### src/sv/tccw_pkg.sv
`timescale 1ns / 1ps
`default_nettype none

package tccw_pkg;

  // Screen geometry.
  localparam int COLUMNS = 80;
  localparam int ROWS    = 25;

  localparam int ROW_W = 5;
  localparam int COL_W = 7;

  localparam logic [ROW_W:0] ROWS_X    = (ROW_W + 1)'(ROWS);
  localparam logic [COL_W:0] COLUMNS_X = (COL_W + 1)'(COLUMNS);

  // Character codes.
  localparam logic [7:0] CH_NEWLINE   = 8'h0A;
  localparam logic [7:0] CH_BACKSPACE = 8'h08;
  localparam logic [7:0] CH_SPACE     = 8'h20;
  localparam logic [7:0] CH_CURSOR    = 8'h7C;

  // Configuration registers.
  localparam int CFG_IDX_W = 2;
  localparam logic [CFG_IDX_W-1:0] CFG_TEXT_ATTR   = 2'd0;
  localparam logic [CFG_IDX_W-1:0] CFG_CURSOR_ATTR = 2'd1;

  localparam logic [7:0] TEXT_ATTR_RST   = 8'h0F;
  localparam logic [7:0] CURSOR_ATTR_RST = 8'h1B;

  // One item causes at most this many cell writes.
  localparam int MAX_RES   = 4;
  localparam int RES_IDX_W = 2;

  typedef struct packed {
    logic [ROW_W-1:0] row;
    logic [COL_W-1:0] col;
    logic [7:0]       glyph;
    logic [7:0]       attr;
    logic             clear_all;
    logic             last;
  } cell_t;

endpackage

`default_nettype wire

### src/sv/text_console_cursor_writer.sv
`timescale 1ns / 1ps
`default_nettype none

// Text console cursor writer. Each character item turns into two to four text-cell
// writes, delivered one per cycle on the output channel while out_stall is low:
// the blank of the old cursor cell, the printed or erased cell if any, a clear-all
// write when the cursor runs off the bottom row, and the cursor glyph, which
// carries last. The single output port sets the rate. One input register holds
// the next item while the writes of the previous one drain, so a new item is
// taken as soon as that register empties. Attribute registers are written
// through the configuration port and are read at expansion time.
module text_console_cursor_writer (
  input  wire logic                          clk,
  input  wire logic                          rst,
  input  wire logic                          cfg_valid,
  output logic                               cfg_ready,
  input  wire logic [tccw_pkg::CFG_IDX_W-1:0] cfg_index,
  input  wire logic [7:0]                    cfg_data,
  input  wire logic                          in_valid,
  output logic                               in_stall,
  input  wire logic [7:0]                    char_code,
  output logic                               out_valid,
  input  wire logic                          out_stall,
  output logic [tccw_pkg::ROW_W-1:0]         row,
  output logic [tccw_pkg::COL_W-1:0]         col,
  output logic [7:0]                         glyph,
  output logic [7:0]                         attr,
  output logic                               clear_all,
  output logic                               last
);
  import tccw_pkg::*;

  logic [7:0]                  text_attr;
  logic [7:0]                  cursor_attr;
  logic [ROW_W-1:0]            cur_row;
  logic [COL_W-1:0]            cur_col;

  logic                        slot_vld;
  logic [7:0]                  slot_char;

  logic                        batch_vld;
  logic [RES_IDX_W-1:0]        idx;
  logic [RES_IDX_W-1:0]        cnt_m1;
  cell_t [MAX_RES-1:0]         batch;

  cell_t [MAX_RES-1:0]         exp_cells;
  logic [RES_IDX_W-1:0]        exp_cnt_m1;
  logic [ROW_W-1:0]            row_next;
  logic [COL_W-1:0]            col_next;

  logic                        out_take;
  logic                        batch_done;
  logic                        move;
  cell_t                       head;

  tccw_expand u_expand (
    .char_code   (slot_char),
    .cur_row     (cur_row),
    .cur_col     (cur_col),
    .text_attr   (text_attr),
    .cursor_attr (cursor_attr),
    .cells       (exp_cells),
    .cnt_m1      (exp_cnt_m1),
    .new_row     (row_next),
    .new_col     (col_next)
  );

  assign cfg_ready  = 1'b1;
  assign in_stall   = slot_vld;
  assign out_take   = batch_vld && !out_stall;
  assign batch_done = out_take && (idx == cnt_m1);
  // The held item expands into the batch once the previous batch is gone.
  assign move       = slot_vld && (!batch_vld || batch_done);

  always_ff @(posedge clk) begin
    if (rst) begin
      text_attr   <= TEXT_ATTR_RST;
      cursor_attr <= CURSOR_ATTR_RST;
    end else if (cfg_valid && cfg_ready) begin
      case (cfg_index)
        CFG_TEXT_ATTR:   text_attr   <= cfg_data;
        CFG_CURSOR_ATTR: cursor_attr <= cfg_data;
        default: ;
      endcase
    end
  end

  always_ff @(posedge clk) begin
    if (rst) begin
      slot_vld <= 1'b0;
    end else if (in_valid && !in_stall) begin
      slot_vld <= 1'b1;
    end else if (move) begin
      slot_vld <= 1'b0;
    end
  end

  always_ff @(posedge clk) begin
    if (in_valid && !in_stall) begin
      slot_char <= char_code;
    end
  end

  always_ff @(posedge clk) begin
    if (rst) begin
      batch_vld <= 1'b0;
      idx       <= '0;
      cnt_m1    <= '0;
      cur_row   <= ROW_W'(1);
      cur_col   <= COL_W'(1);
    end else if (move) begin
      batch_vld <= 1'b1;
      idx       <= '0;
      cnt_m1    <= exp_cnt_m1;
      cur_row   <= row_next;
      cur_col   <= col_next;
    end else if (batch_done) begin
      batch_vld <= 1'b0;
      idx       <= '0;
    end else if (out_take) begin
      idx <= idx + RES_IDX_W'(1);
    end
  end

  always_ff @(posedge clk) begin
    if (move) begin
      batch <= exp_cells;
    end
  end

  assign head      = batch[idx];
  assign out_valid = batch_vld;
  assign row       = head.row;
  assign col       = head.col;
  assign glyph     = head.glyph;
  assign attr      = head.attr;
  assign clear_all = head.clear_all;
  assign last      = head.last;

  a_idx_in_range: assert property (@(posedge clk) disable iff (rst)
    batch_vld |-> (idx <= cnt_m1))
    else $error("write index ran past the batch");

  a_last_at_end: assert property (@(posedge clk) disable iff (rst)
    batch_vld |-> (last == (idx == cnt_m1)))
    else $error("last flag does not mark the final write of the batch");

  a_cursor_on_screen: assert property (@(posedge clk) disable iff (rst)
    (cur_row != '0) && (cur_col != '0) && ({1'b0, cur_row} < ROWS_X)
      && ({1'b0, cur_col} < COLUMNS_X))
    else $error("cursor left the screen");

  a_batch_min_two: assert property (@(posedge clk) disable iff (rst)
    move |-> (exp_cnt_m1 != '0))
    else $error("item expanded to fewer than two writes");

endmodule

`default_nettype wire

### src/sv/tccw_expand.sv
`timescale 1ns / 1ps
`default_nettype none

module tccw_expand (
  input  wire logic [7:0]                       char_code,
  input  wire logic [tccw_pkg::ROW_W-1:0]       cur_row,
  input  wire logic [tccw_pkg::COL_W-1:0]       cur_col,
  input  wire logic [7:0]                       text_attr,
  input  wire logic [7:0]                       cursor_attr,
  output tccw_pkg::cell_t [tccw_pkg::MAX_RES-1:0] cells,
  output logic [tccw_pkg::RES_IDX_W-1:0]        cnt_m1,
  output logic [tccw_pkg::ROW_W-1:0]            new_row,
  output logic [tccw_pkg::COL_W-1:0]            new_col
);
  import tccw_pkg::*;

  logic [ROW_W-1:0]     row_inc;
  logic [COL_W-1:0]     col_inc;
  logic                 col_wrap;
  logic                 row_wrap;
  cell_t                blank0;
  cell_t                mid;
  cell_t                clr_cell;
  cell_t                cur_cell;
  logic                 mid_vld;
  logic                 do_nl;
  logic                 clr;
  logic [RES_IDX_W-1:0] n;

  assign row_inc  = cur_row + ROW_W'(1);
  assign col_inc  = cur_col + COL_W'(1);
  assign row_wrap = ({1'b0, row_inc} >= ROWS_X) || (row_inc == '0);
  assign col_wrap = ({1'b0, col_inc} >= COLUMNS_X) || (col_inc == '0);

  assign blank0   = '{row: cur_row, col: cur_col, glyph: CH_SPACE, attr: text_attr,
                      clear_all: 1'b0, last: 1'b0};
  assign clr_cell = '{row: '0, col: '0, glyph: CH_SPACE, attr: text_attr,
                      clear_all: 1'b1, last: 1'b0};

  always_comb begin
    mid     = blank0;
    mid_vld = 1'b0;
    do_nl   = 1'b0;
    new_row = cur_row;
    new_col = cur_col;
    if (char_code == CH_NEWLINE) begin
      do_nl = 1'b1;
    end else if (char_code == CH_BACKSPACE) begin
      if (cur_col > COL_W'(1)) begin
        mid_vld = 1'b1;
        mid.col = cur_col - COL_W'(1);
        new_col = cur_col - COL_W'(1);
      end
    end else begin
      mid_vld   = 1'b1;
      mid.glyph = char_code;
      if (col_wrap) begin
        do_nl = 1'b1;
      end else begin
        new_col = col_inc;
      end
    end

    clr = 1'b0;
    if (do_nl) begin
      new_col = COL_W'(1);
      if (row_wrap) begin
        clr     = 1'b1;
        new_row = ROW_W'(1);
      end else begin
        new_row = row_inc;
      end
    end
  end

  assign cur_cell = '{row: new_row, col: new_col, glyph: CH_CURSOR, attr: cursor_attr,
                      clear_all: 1'b0, last: 1'b1};

  // Pack the writes in order: blank, optional middle write, optional clear, cursor.
  always_comb begin
    cells    = {MAX_RES{cur_cell}};
    cells[0] = blank0;
    n        = RES_IDX_W'(1);
    if (mid_vld) begin
      cells[n] = mid;
      n        = n + RES_IDX_W'(1);
    end
    if (clr) begin
      cells[n] = clr_cell;
      n        = n + RES_IDX_W'(1);
    end
    cells[n] = cur_cell;
    cnt_m1   = n;
  end

endmodule

`default_nettype wire
### config.mk
export PLATFORM = sky130hd
export DESIGN_NAME = text_console_cursor_writer
export DESIGN_NICKNAME = d
export VERILOG_FILES = /design/src/sv/tccw_pkg.sv /design/src/sv/text_console_cursor_writer.sv /design/src/sv/tccw_expand.sv
export SDC_FILE = /design/constraint.sdc
export NUM_CORES = 1
export LEC_CHECK = 0
export BUFFER_PORTS_ARGS = -buffer_cell sky130_fd_sc_hd__buf_2
export CAP_MARGIN = 20
export CORE_MARGIN = 2
export CORE_UTILIZATION = 60
export CTS_CLUSTER_DIAMETER = 40
export CTS_CLUSTER_SIZE = 12
export DETAILED_ROUTE_END_ITERATION = 7
export PLACE_DENSITY_LB_ADDON = 0.05
export SYNTH_ARGS = -nofsm -noshare
export SYNTH_HDL_FRONTEND = slang
export SYNTH_HIERARCHICAL = 1
export SYNTH_SLANG_ARGS = --single-unit
### constraint.sdc
create_clock -name clk -period 12.38 [get_ports clk]
set_input_delay 1.857 -clock clk [delete_from_list [all_inputs] [get_ports clk]]
set_output_delay 1.857 -clock clk [all_outputs]
set_load 0.02 [all_outputs]
==> out/qor.txt, run 1 <==
Static Leak: 3.21 nW
via count: 5,098
Gate power share: 0.093
I/O Pins: 56
Port Buffers: 54
Skew-Pair Late Insertion Delay: 0.42 ns
remaining global-route overflow: 0
family with the most delay on the worst path: compound AO/OA/AOI/OAI gates
Crit Path Category: flop to flop
total clock sinks: 162
first-pass GRT wire length: 25.9 mm
WP data required: 12.55 ns
row count: 43
main area contributors after synthesis: edfxtp_1 46%, dfxtp_1 8.2%, mux4_2 7.6%
WHS: 0.508 ns
CTS clock-pin slew for the worst setup and hold paths: 0.06 ns
Peak VDD IR: 86.1 uV
CP max-delay cell: clkinv_1
CTS H-tree lvls: 4
Post-CTS Resized: 0
Placed Area: 8370 um2
Worst Path Max Fanout: 21
ys async rst share: 0
root buffer cell: clkbuf_16
Final TNS setup: 0 ns
final WL: 16.4 mm
Fin Clk Skew: 0.0124 ns
ANT nets after route: 0
Max Slew Vio Count: 0
fin crit share: 0.432
Mapped Area: 8350 um2
relative slew slack: 0.321
crit end category: flop
register area: 4530 um2
Worst Path Arrival: 5.51 ns
Die W: 122 um
RSZ-0062 raised after global routing: false
Setup WS pre-CTS: 6.62 ns
Via density: 5.91
Main synth FF type: edfxtp_1
fill cell count: 1,063
Critical Path Source Type: flop
Clock power frac: 0.410
Synth top area share: 0.460
DR iter-0 viols: 417
cell taking the most area after synthesis: edfxtp_1
DRC violations left: 0
Int Power: 0.000994 W
hpwl dp: 10.7 mm
Critical Path, Cell by Cell: ha_1 > and2_1 > a41o_1 > nand3_1 > o21ai_1 > nor2_1 > inv_1 > ha_1 > nand2_1 > clkinv_1 > o211ai_1 > mux2_2
Initial Util: 0.609
Unique masters post-synth: 79
Core Area: 13,700 um2
Seq cells post-synth: 162
hold crit path type: flop to flop
WL/cell: 19.1 um
Max-Cap Viols: 0
Achievable Freq: 0.187 GHz
Net Sw Power: 0.000297 W
cell mode on critical path: ha_1
hold violation total from the final report: 0
antenna violations before repair: 0
syn_area_per_cell: 12.6 um2
final RePlAce weighted congestion: 0.890
sequential power share: 0.498
Post-synth EDFFs: 128
fin crit period: 5.34 ns
pin count of the biggest net entering global routing: 77
Setup Buffers After CTS: 0
layout cells sized above 1: 0.226
outcome: completed
setup ws final: 7.04 ns
Buf+Inv Stages, Crit Path: 2
CTS Hold Bufs: 0
synth warn: 6
pwr dens: 144 nW/um2
Die Span Y: 122 um
multi-input logic area: 3220 um2
CTS buffer count: 17
die area: 14,900 um2
vias in the first global route: 4,899
CTS tree: built
Layout Nets: 702
Worst Max-Slew Pin Slew: 1.01 ns
Syn Inst Count: 664
Sw Ratio: 0.230
DR pass1 iterations: 5
clock buffer depth: 2
Layout area overhead: 7.46%
Total Power: 0.00129 W
sequential fraction of the synthesis area: 0.542
gr usage total: 0.232
ANT cells: 0
finished layout cell area: 8970 um2
# setup viols final: 0
largest stage delay on the critical path: 0.83 ns
==> synth_stat cells, drive strengths merged (8+ instances only) <==
library cell and n:
a211o 9, a21oi 17, buf 69, clkbuf 22
dfxtp 34, edfxtp 128, ha 10, inv 23
mux2 24, mux2i 23, mux4 30, nand2 47
nand2b 27, nand3 9, nor2 36, nor2b 8
nor3 11, o21ai 28
==> stage by stage <==
step | instances | util
after floorplan | 681 | -
after global placement | 829 | 0.610
after detailed placement | 829 | 0.610
after CTS | 861 | 0.653
after global routing | 862 | 0.654
final | 862 | 0.654
==> registers in the layout (all words and copies together) (netlist names) <==
signal and flops:
batch 120, idx 2, cursor_attr 8, cnt_m1 2, slot_char 8, out_valid 1
text_attr 8, cur_col 7, cur_row 5, in_stall 1
==> layout by cell type (no fill, tap or decap), types with 9 or more instances in the layout <==
cell / netlist / final
conb_1: 3 / 20
dfxtp_1: 34 / 33
buf_2: 11 / 54
mux2_2: 24 / 24
a21oi_1: 16 / 16
nor2_1: 36 / 36
a211o_1: 9 / 9
ha_1: 10 / 10
nand3_1: 9 / 9
inv_1: 23 / 22
nor3_1: 9 / 9
clkbuf_16: 0 / 17
edfxtp_1: 128 / 128
nand2b_1: 27 / 27
mux4_2: 28 / 28
o21ai_0: 26 / 26
nand2_1: 47 / 47
mux2i_1: 23 / 23
==> power groups by stage <==
| stage | sequential, W | clock, W | combinational [W] |
|---|---|---|---|
| global route | 0.000646 | 0.000560 | 0.000131 |
| global placement | 0.000652 | 0 | 0.000118 |
| floorplan | 0.000650 | 0 | 0.000102 |
| finish | 0.000643 | 0.000529 | 0.000120 |
| detailed placement | 0.000655 | 0 | 0.000120 |
| CTS | 0.000643 | 0.000538 | 0.000120 |
==> per-layer routing <==
layer,vias up,GRT usage,part of all wire
met3,20,0.0576,0.050
met1,2505,0.318,0.44
met5,-,0,0
met4,0,0.0632,0.013
met2,151,0.372,0.50
li1,2422,-,-
==> final cells by class <==
class,instances,area share
multi-input combinational,404,0.359
timing repair buffer,60,0.0351
inverter,24,0.0103
clock inverter,11,0.0173
clock buffer,21,0.0491
tap,180,0.0251
sequential,162,0.504
==> kinds of logic after synthesis <==
group	Yosys count	synth area share
AO/OA/AOI/OAI	119	0.103
buffers and inverters	115	0.0809
other	3	0.00135
XOR/XNOR	7	0.00824
flip-flops	162	0.542
AND/OR/NAND/NOR	171	0.108
multiplexers	77	0.142
adder cells (fa/ha/maj)	10	0.0150
==> path summary, 6_finish.rpt <==
path / startpoint / to / slack, ns / cells after the start
worst min register to register: cursor_attr[7]$_SDFFE_PP0P_ / batch[99]$_DFFE_PP_ / 0.51 / 0
worst max register to register: cur_col[0]$_SDFFE_PP1P_ / batch[28]$_DFFE_PP_ / 7.04 / 12
worst max-delay path: cur_col[0]$_SDFFE_PP1P_ / batch[28]$_DFFE_PP_ / 7.04 / 12
worst min-delay path: cursor_attr[7]$_SDFFE_PP0P_ / batch[99]$_DFFE_PP_ / 0.51 / 0
(Power assumes the default switching activity.)
==> run 2: changes to the inputs <==
Settings changed: ABC_AREA set to 1, CORE_UTILIZATION 60 to 56.
Clock period 12.38 ns to 4.51 ns, I/O delays scaled along.
==> run 2 against run 1 <==
Hold slack worse by 0.069 ns. Clock skew is 0.0037 ns lower. Highest routed layer unchanged. Critical path depth is 2 higher. Via count is 25% higher. Critical path type unchanged. Die area is 6.9% higher. Largest power group unchanged. Synthesized cell count is 40% higher. Register-to-register slack worse by 6.1 ns. Critical endpoint is now batch[24]$_DFFE_PP_.
==> out/qor.txt, run 2 <==
crit end category: flop
pin count of the biggest net entering global routing: 62
final RePlAce weighted congestion: 0.974
pwr dens: 412 nW/um2
most common cell after layout, fill and taps aside: nand2_1
row count: 44
DR iter-0 viols: 529
RSZ-0062 raised after global routing: false
syn_area_per_cell: 8.99 um2
Achievable Freq: 0.282 GHz
fin crit period: 3.55 ns
gr usage total: 0.258
Peak VDD IR: 270 uV
Max-Cap Viols: 0
Fin Clk Skew: 0.00872 ns
fin crit share: 0.787
final WL: 19.7 mm
Port Buffers: 54
CTS tree: built
synth warn: 6
first-pass GRT wire length: 31.8 mm
DRC violations left: 0
hold crit path type: primary input to flop
vias in the first global route: 6,058
cell mode on critical path: nand3_2
sequential fraction of the synthesis area: 0.542
WHS: 0.438 ns
relative slew slack: 0.303
ANT nets after route: 0
total clock sinks: 162
ANT cells: 0
Die Span Y: 126 um
CP max-delay cell: dfxtp_1
WL/cell: 17.4 um
Reg with most FFs: batch
commonest cells in the netlist: 178 x nand2_1, 128 x edfxtp_1, 127 x nor2_1
Mapped Area: 8350 um2
DR pass1 iterations: 5
Synth top area share: 0.461
die area: 15,900 um2
CTS H-tree lvls: 4
Core Area: 14,500 um2
root buffer cell: clkbuf_16
CTS clock-pin slew for the worst setup and hold paths: 0.06 ns
Worst Max-Slew Pin Slew: 1.04 ns
Largest register FFs: 120
CTS buffer count: 17
Final Util: 0.616
main area contributors after synthesis: edfxtp_1 46%, dfxtp_1 8.2%, nand2_1 8.0%
Layout Nets: 965
Skew-Pair Late Insertion Delay: 0.42 ns
hold violation total from the final report: 0
via count: 6,356
layout cells sized above 1: 0.152
clock buffer depth: 2
most frequent cells in the layout: 178 x nand2_1, 128 x edfxtp_1, 127 x nor2_1, 115 x o21ai_0, 63 x inv_1
ys async rst share: 0
Post-synth EDFFs: 128
Max Slew Vio Count: 0
Static Leak: 3.68 nW
most common cell in the synthesized netlist: nand2_1
hpwl dp: 12.9 mm
Syn Inst Count: 928
Final TNS setup: 0 ns
Initial Util: 0.574
Unique masters post-synth: 39
Main synth FF type: edfxtp_1
Via density: 5.63
I/O Pins: 56
antenna violations before repair: 0
Die W: 126 um
cell taking the most area after synthesis: edfxtp_1
Critical Path, Cell by Cell: ha_1 > nand3_2 > o21ai_2 > nand2_2 > nor2_2 > nand2_2 > nand3_2 > nand3_2 > ha_1 > nand2_1 > clkinv_1 > buf_4 > nand4_1 > o21ai_0
Critical Path Source Type: flop
CTS Hold Bufs: 0
Worst Path Arrival: 3.70 ns
remaining global-route overflow: 0
# setup viols final: 0
Post-CTS Resized: 0
outcome: completed
Layout area overhead: 7.33%
Worst Path Max Fanout: 38
Setup Buffers After CTS: 0
WP data required: 4.66 ns
Seq cells post-synth: 162
Crit Path Category: flop to flop
largest stage delay on the critical path: 0.54 ns
==> run 2: cells by family (layout without fill, tap and decap cells) <==
kind of cell / count (synthesis) / count (layout) / share of synthesized area
AND/OR/NAND/NOR: 391 / 391 / 0.198
flip-flops: 162 / 162 / 0.542
buffers and inverters: 168 / 168 / 0.110
AO/OA/AOI/OAI: 186 / 186 / 0.126
XOR/XNOR: 8 / 8 / 0.00839
other: 3 / 20 / 0.00135
adder cells (fa/ha/maj): 10 / 10 / 0.0150
==> run 2: worst paths after layout <==
| check | slack [ns] | end | from | depth (start not counted) |
|---|---|---|---|---|
| min reg2reg | 0.50 | cnt_m1[1]$_SDFFE_PP0P_ | cnt_m1[1]$_SDFFE_PP0P_ | 2 |
| max | 0.96 | batch[24]$_DFFE_PP_ | cur_col[1]$_SDFFE_PP0P_ | 14 |
| min | 0.44 | slot_char[1]$_DFFE_PP_ | char_code[1] | 1 |
| max reg2reg | 0.96 | batch[24]$_DFFE_PP_ | cur_col[1]$_SDFFE_PP0P_ | 14 |
==> run 2: stage by stage <==
stage | std cells | power [W] | worst slack (ns) | area [um2]
2_1_floorplan | 945 | 0.00221 | 0.472 | 8410
3_3_place_gp | 1097 | 0.00229 | 1.20 | 8370
3_5_place_dp | 1097 | 0.00230 | 1.09 | 8370
4_1_cts | 1129 | 0.00371 | 1.05 | 8960
5_1_grt | 1129 | 0.00385 | 0.736 | 8960
6_report | 1129 | 0.00369 | 0.959 | 8960
==> run 2: cell type report <==
cell class | instances | area [um2]
fill | 1239 | 5580
sequential | 162 | 4530
multi-input combinational | 615 | 2970
clock buffer | 24 | 532
timing repair buffer | 66 | 373
inverter | 70 | 268
tap | 184 | 230
clock inverter | 8 | 60.1
==> run 2: layer usage <==
metal / routed length (um) / track usage / vias up / share of wire
li1: - / - / 3071 / -
met2: 8750 / 0.381 / 257 / 0.44
met4: 337 / 0.0957 / 0 / 0.017
met3: 1400 / 0.0501 / 26 / 0.071
met5: 0 / 0 / - / 0
met1: 9180 / 0.382 / 3002 / 0.47
==> run 2: critical path, delay by kind of cell, from the launching register on <==
| family | cells | cell delay (ns) |
|---|---|---|
| AO/OA/AOI/OAI | 2 | 0.28 |
| adder cells (fa/ha/maj) | 2 | 0.81 |
| buffers and inverters | 2 | 0.38 |
| flip-flops | 1 | 0.54 |
| AND/OR/NAND/NOR | 8 | 1.26 |
==> run 2: power by group <==
part           total (W)  internal (W)  switching, W
Clock            0.00142      0.000833      0.000583
Combinational   0.000477      0.000141      0.000336
Sequential       0.00180       0.00174     0.0000593
Total            0.00369       0.00271      0.000978
==> run 3: changes to the inputs <==
Settings changed: CORE_UTILIZATION 56 to 60.
Clock period 4.51 ns to 3.35 ns, I/O delays scaled along.
==> run 3 against run 2 <==
Maximum frequency is 16% higher. Register-to-register slack worse by 0.66 ns. Sequential share of layout area is 0.40 points lower. Clock power is 42% higher. Final cell count hardly changed. Non-clock buffer count is 5 higher. Critical path depth is 2 lower. Clock-buffer cell count is 5 lower.
==> out/qor.txt, run 3 (synthesized netlist as in run 2, its figures left out) <==
Static Leak: 3.71 nW
family with the most delay on the worst path: simple AND/OR/NAND/NOR gates
most frequent cells in the layout: 178 x nand2_1, 128 x edfxtp_1, 127 x nor2_1, 115 x o21ai_0, 63 x inv_1
CTS Hold Bufs: 0
fin crit period: 3.06 ns
first-pass GRT wire length: 30.4 mm
R2R Path End: batch[63]$_DFFE_PP_
ANT cells: 0
Skew-Pair Late Insertion Delay: 0.42 ns
Max Slew Vio Count: 0
Core Area: 13,700 um2
crit end category: flop
outcome: completed
Reg with most FFs: batch
hold path startpoint: char_code[2]
Largest register FFs: 120
Buf+Inv Stages, Crit Path: 1
remaining global-route overflow: 0
CTS clock-pin slew for the worst setup and hold paths: 0.06 ns
hold violation total from the final report: 0
Layout area overhead: 8.18%
setup slack, reg-to-reg: 0.29 ns
DRC violations left: 0
Final TNS setup: 0 ns
Hold EP: slot_char[2]$_DFFE_PP_
Initial Util: 0.608
Max-Cap Viols: 0
Achievable Freq: 0.327 GHz
WP data required: 3.52 ns
CP max-delay cell: or2_1
Worst Max-Slew Pin Slew: 0.917 ns
via count: 6,336
gr usage total: 0.271
clock buffer depth: 2
total clock sinks: 162
pwr dens: 564 nW/um2
Die W: 122 um
final RePlAce weighted congestion: 0.968
final WL: 19.3 mm
most common cell after layout, fill and taps aside: nand2_1
CP Depth: 12
hold crit path type: primary input to flop
largest stage delay on the critical path: 0.56 ns
hold-critical path depth: 1
Die Span Y: 122 um
DR iter-0 viols: 564
WL/cell: 17.1 um
Critical Path, Cell by Cell: ha_1 > nand3_2 > o21ai_2 > nand2_2 > nor2_2 > nand2_2 > nand3_2 > nand3_2 > ha_1 > or2_1 > buf_4 > o21ai_2
Fin Clk Skew: 0.00704 ns
Worst Path Max Fanout: 16
Crit Path Category: flop to flop
Worst Path Arrival: 3.22 ns
CTS H-tree lvls: 4
relative slew slack: 0.386
layout cells sized above 1: 0.154
Critical Path Source Type: flop
CTS buffer count: 17
r2r worst-path depth: 12
I/O Pins: 56
Via density: 5.61
die area: 14,900 um2
DR pass1 iterations: 7
cell mode on critical path: nand3_2
antenna violations before repair: 0
Setup Buffers After CTS: 0
CTS tree: built
RSZ-0062 raised after global routing: false
Peak VDD IR: 373 uV
FF-to-FF Start: cur_col[1]$_SDFFE_PP0P_
# setup viols final: 0
Layout Nets: 970
WHS: 0.258 ns
hpwl dp: 12.7 mm
root buffer cell: clkbuf_16
ANT nets after route: 0
Post-CTS Resized: 0
pin count of the biggest net entering global routing: 86
Port Buffers: 54
fin crit share: 0.912
row count: 43
vias in the first global route: 5,833
==> run 3: cell types whose count changed in the layout (fill, tap and decap cells not counted), moves of 2 or more <==
cell | previous run | this run
buf_4 | 11 | 15
bufinv_16 | 0 | 4
clkbuf_1 | 0 | 2
clkbuf_16 | 19 | 17
clkbuf_4 | 2 | 0
clkbuf_8 | 3 | 0
clkinv_2 | 1 | 4
inv_4 | 4 | 1
inv_6 | 3 | 0
inv_8 | 0 | 2
==> run 3: worst max path at each step <==
stage,startpoint,endpoint,slack (ns)
finish,cur_col[1]$_SDFFE_PP0P_,batch[63]$_DFFE_PP_,0.29
global route,cur_col[0]$_SDFFE_PP1P_,batch[63]$_DFFE_PP_,0.04
CTS,cur_col[0]$_SDFFE_PP1P_,batch[63]$_DFFE_PP_,0.32
detailed placement,cur_col[0]$_SDFFE_PP1P_,batch[63]$_DFFE_PP_,0.32
global placement,cur_col[0]$_SDFFE_PP1P_,batch[63]$_DFFE_PP_,0.46
floorplan,out_stall,batch[0]$_DFFE_PP_,0.24
==> run 3: cell type report <==
| cell class | count | area [um2] |
|---|---|---|
| clock buffers | 19 | 433 |
| clock inverters | 13 | 184 |
| fillers | 1157 | 4690 |
| inverters | 70 | 269 |
| multi-input cells | 615 | 2970 |
| flip-flops and latches | 162 | 4530 |
| well taps | 180 | 225 |
| repair buffers | 71 | 423 |
==> run 3: where the power goes <==
part	total, W	internal [W]	switching (W)
Combinational	0.000647	0.000195	0.000452
Sequential	0.00243	0.00234	0.0000831
Clock	0.00202	0.00125	0.000771
Total	0.00509	0.00379	0.00131
==> run 3: stage by stage <==
stage,total power [W],setup WS [ns],instance area [um2],cells,utilization
after floorplan,0.00297,0.238,8410,945,-
after global placement,0.00308,0.455,8410,1098,0.613
after detailed placement,0.00310,0.324,8410,1098,0.613
after CTS,0.00512,0.323,9030,1130,0.658
after global routing,0.00528,0.0358,9030,1130,0.658
final,0.00509,0.295,9030,1130,0.658
==> run 3: metal layers <==
| metal | routed length (um) | part of all wire | global-route usage | up-vias |
|---|---|---|---|---|
| li1 | - | - | - | 3071 |
| met1 | 9190 | 0.48 | 0.401 | 3007 |
| met2 | 8540 | 0.44 | 0.402 | 231 |
| met3 | 1280 | 0.066 | 0.0552 | 27 |
| met4 | 296 | 0.015 | 0.0920 | 0 |
| met5 | 0 | 0 | 0 | - |
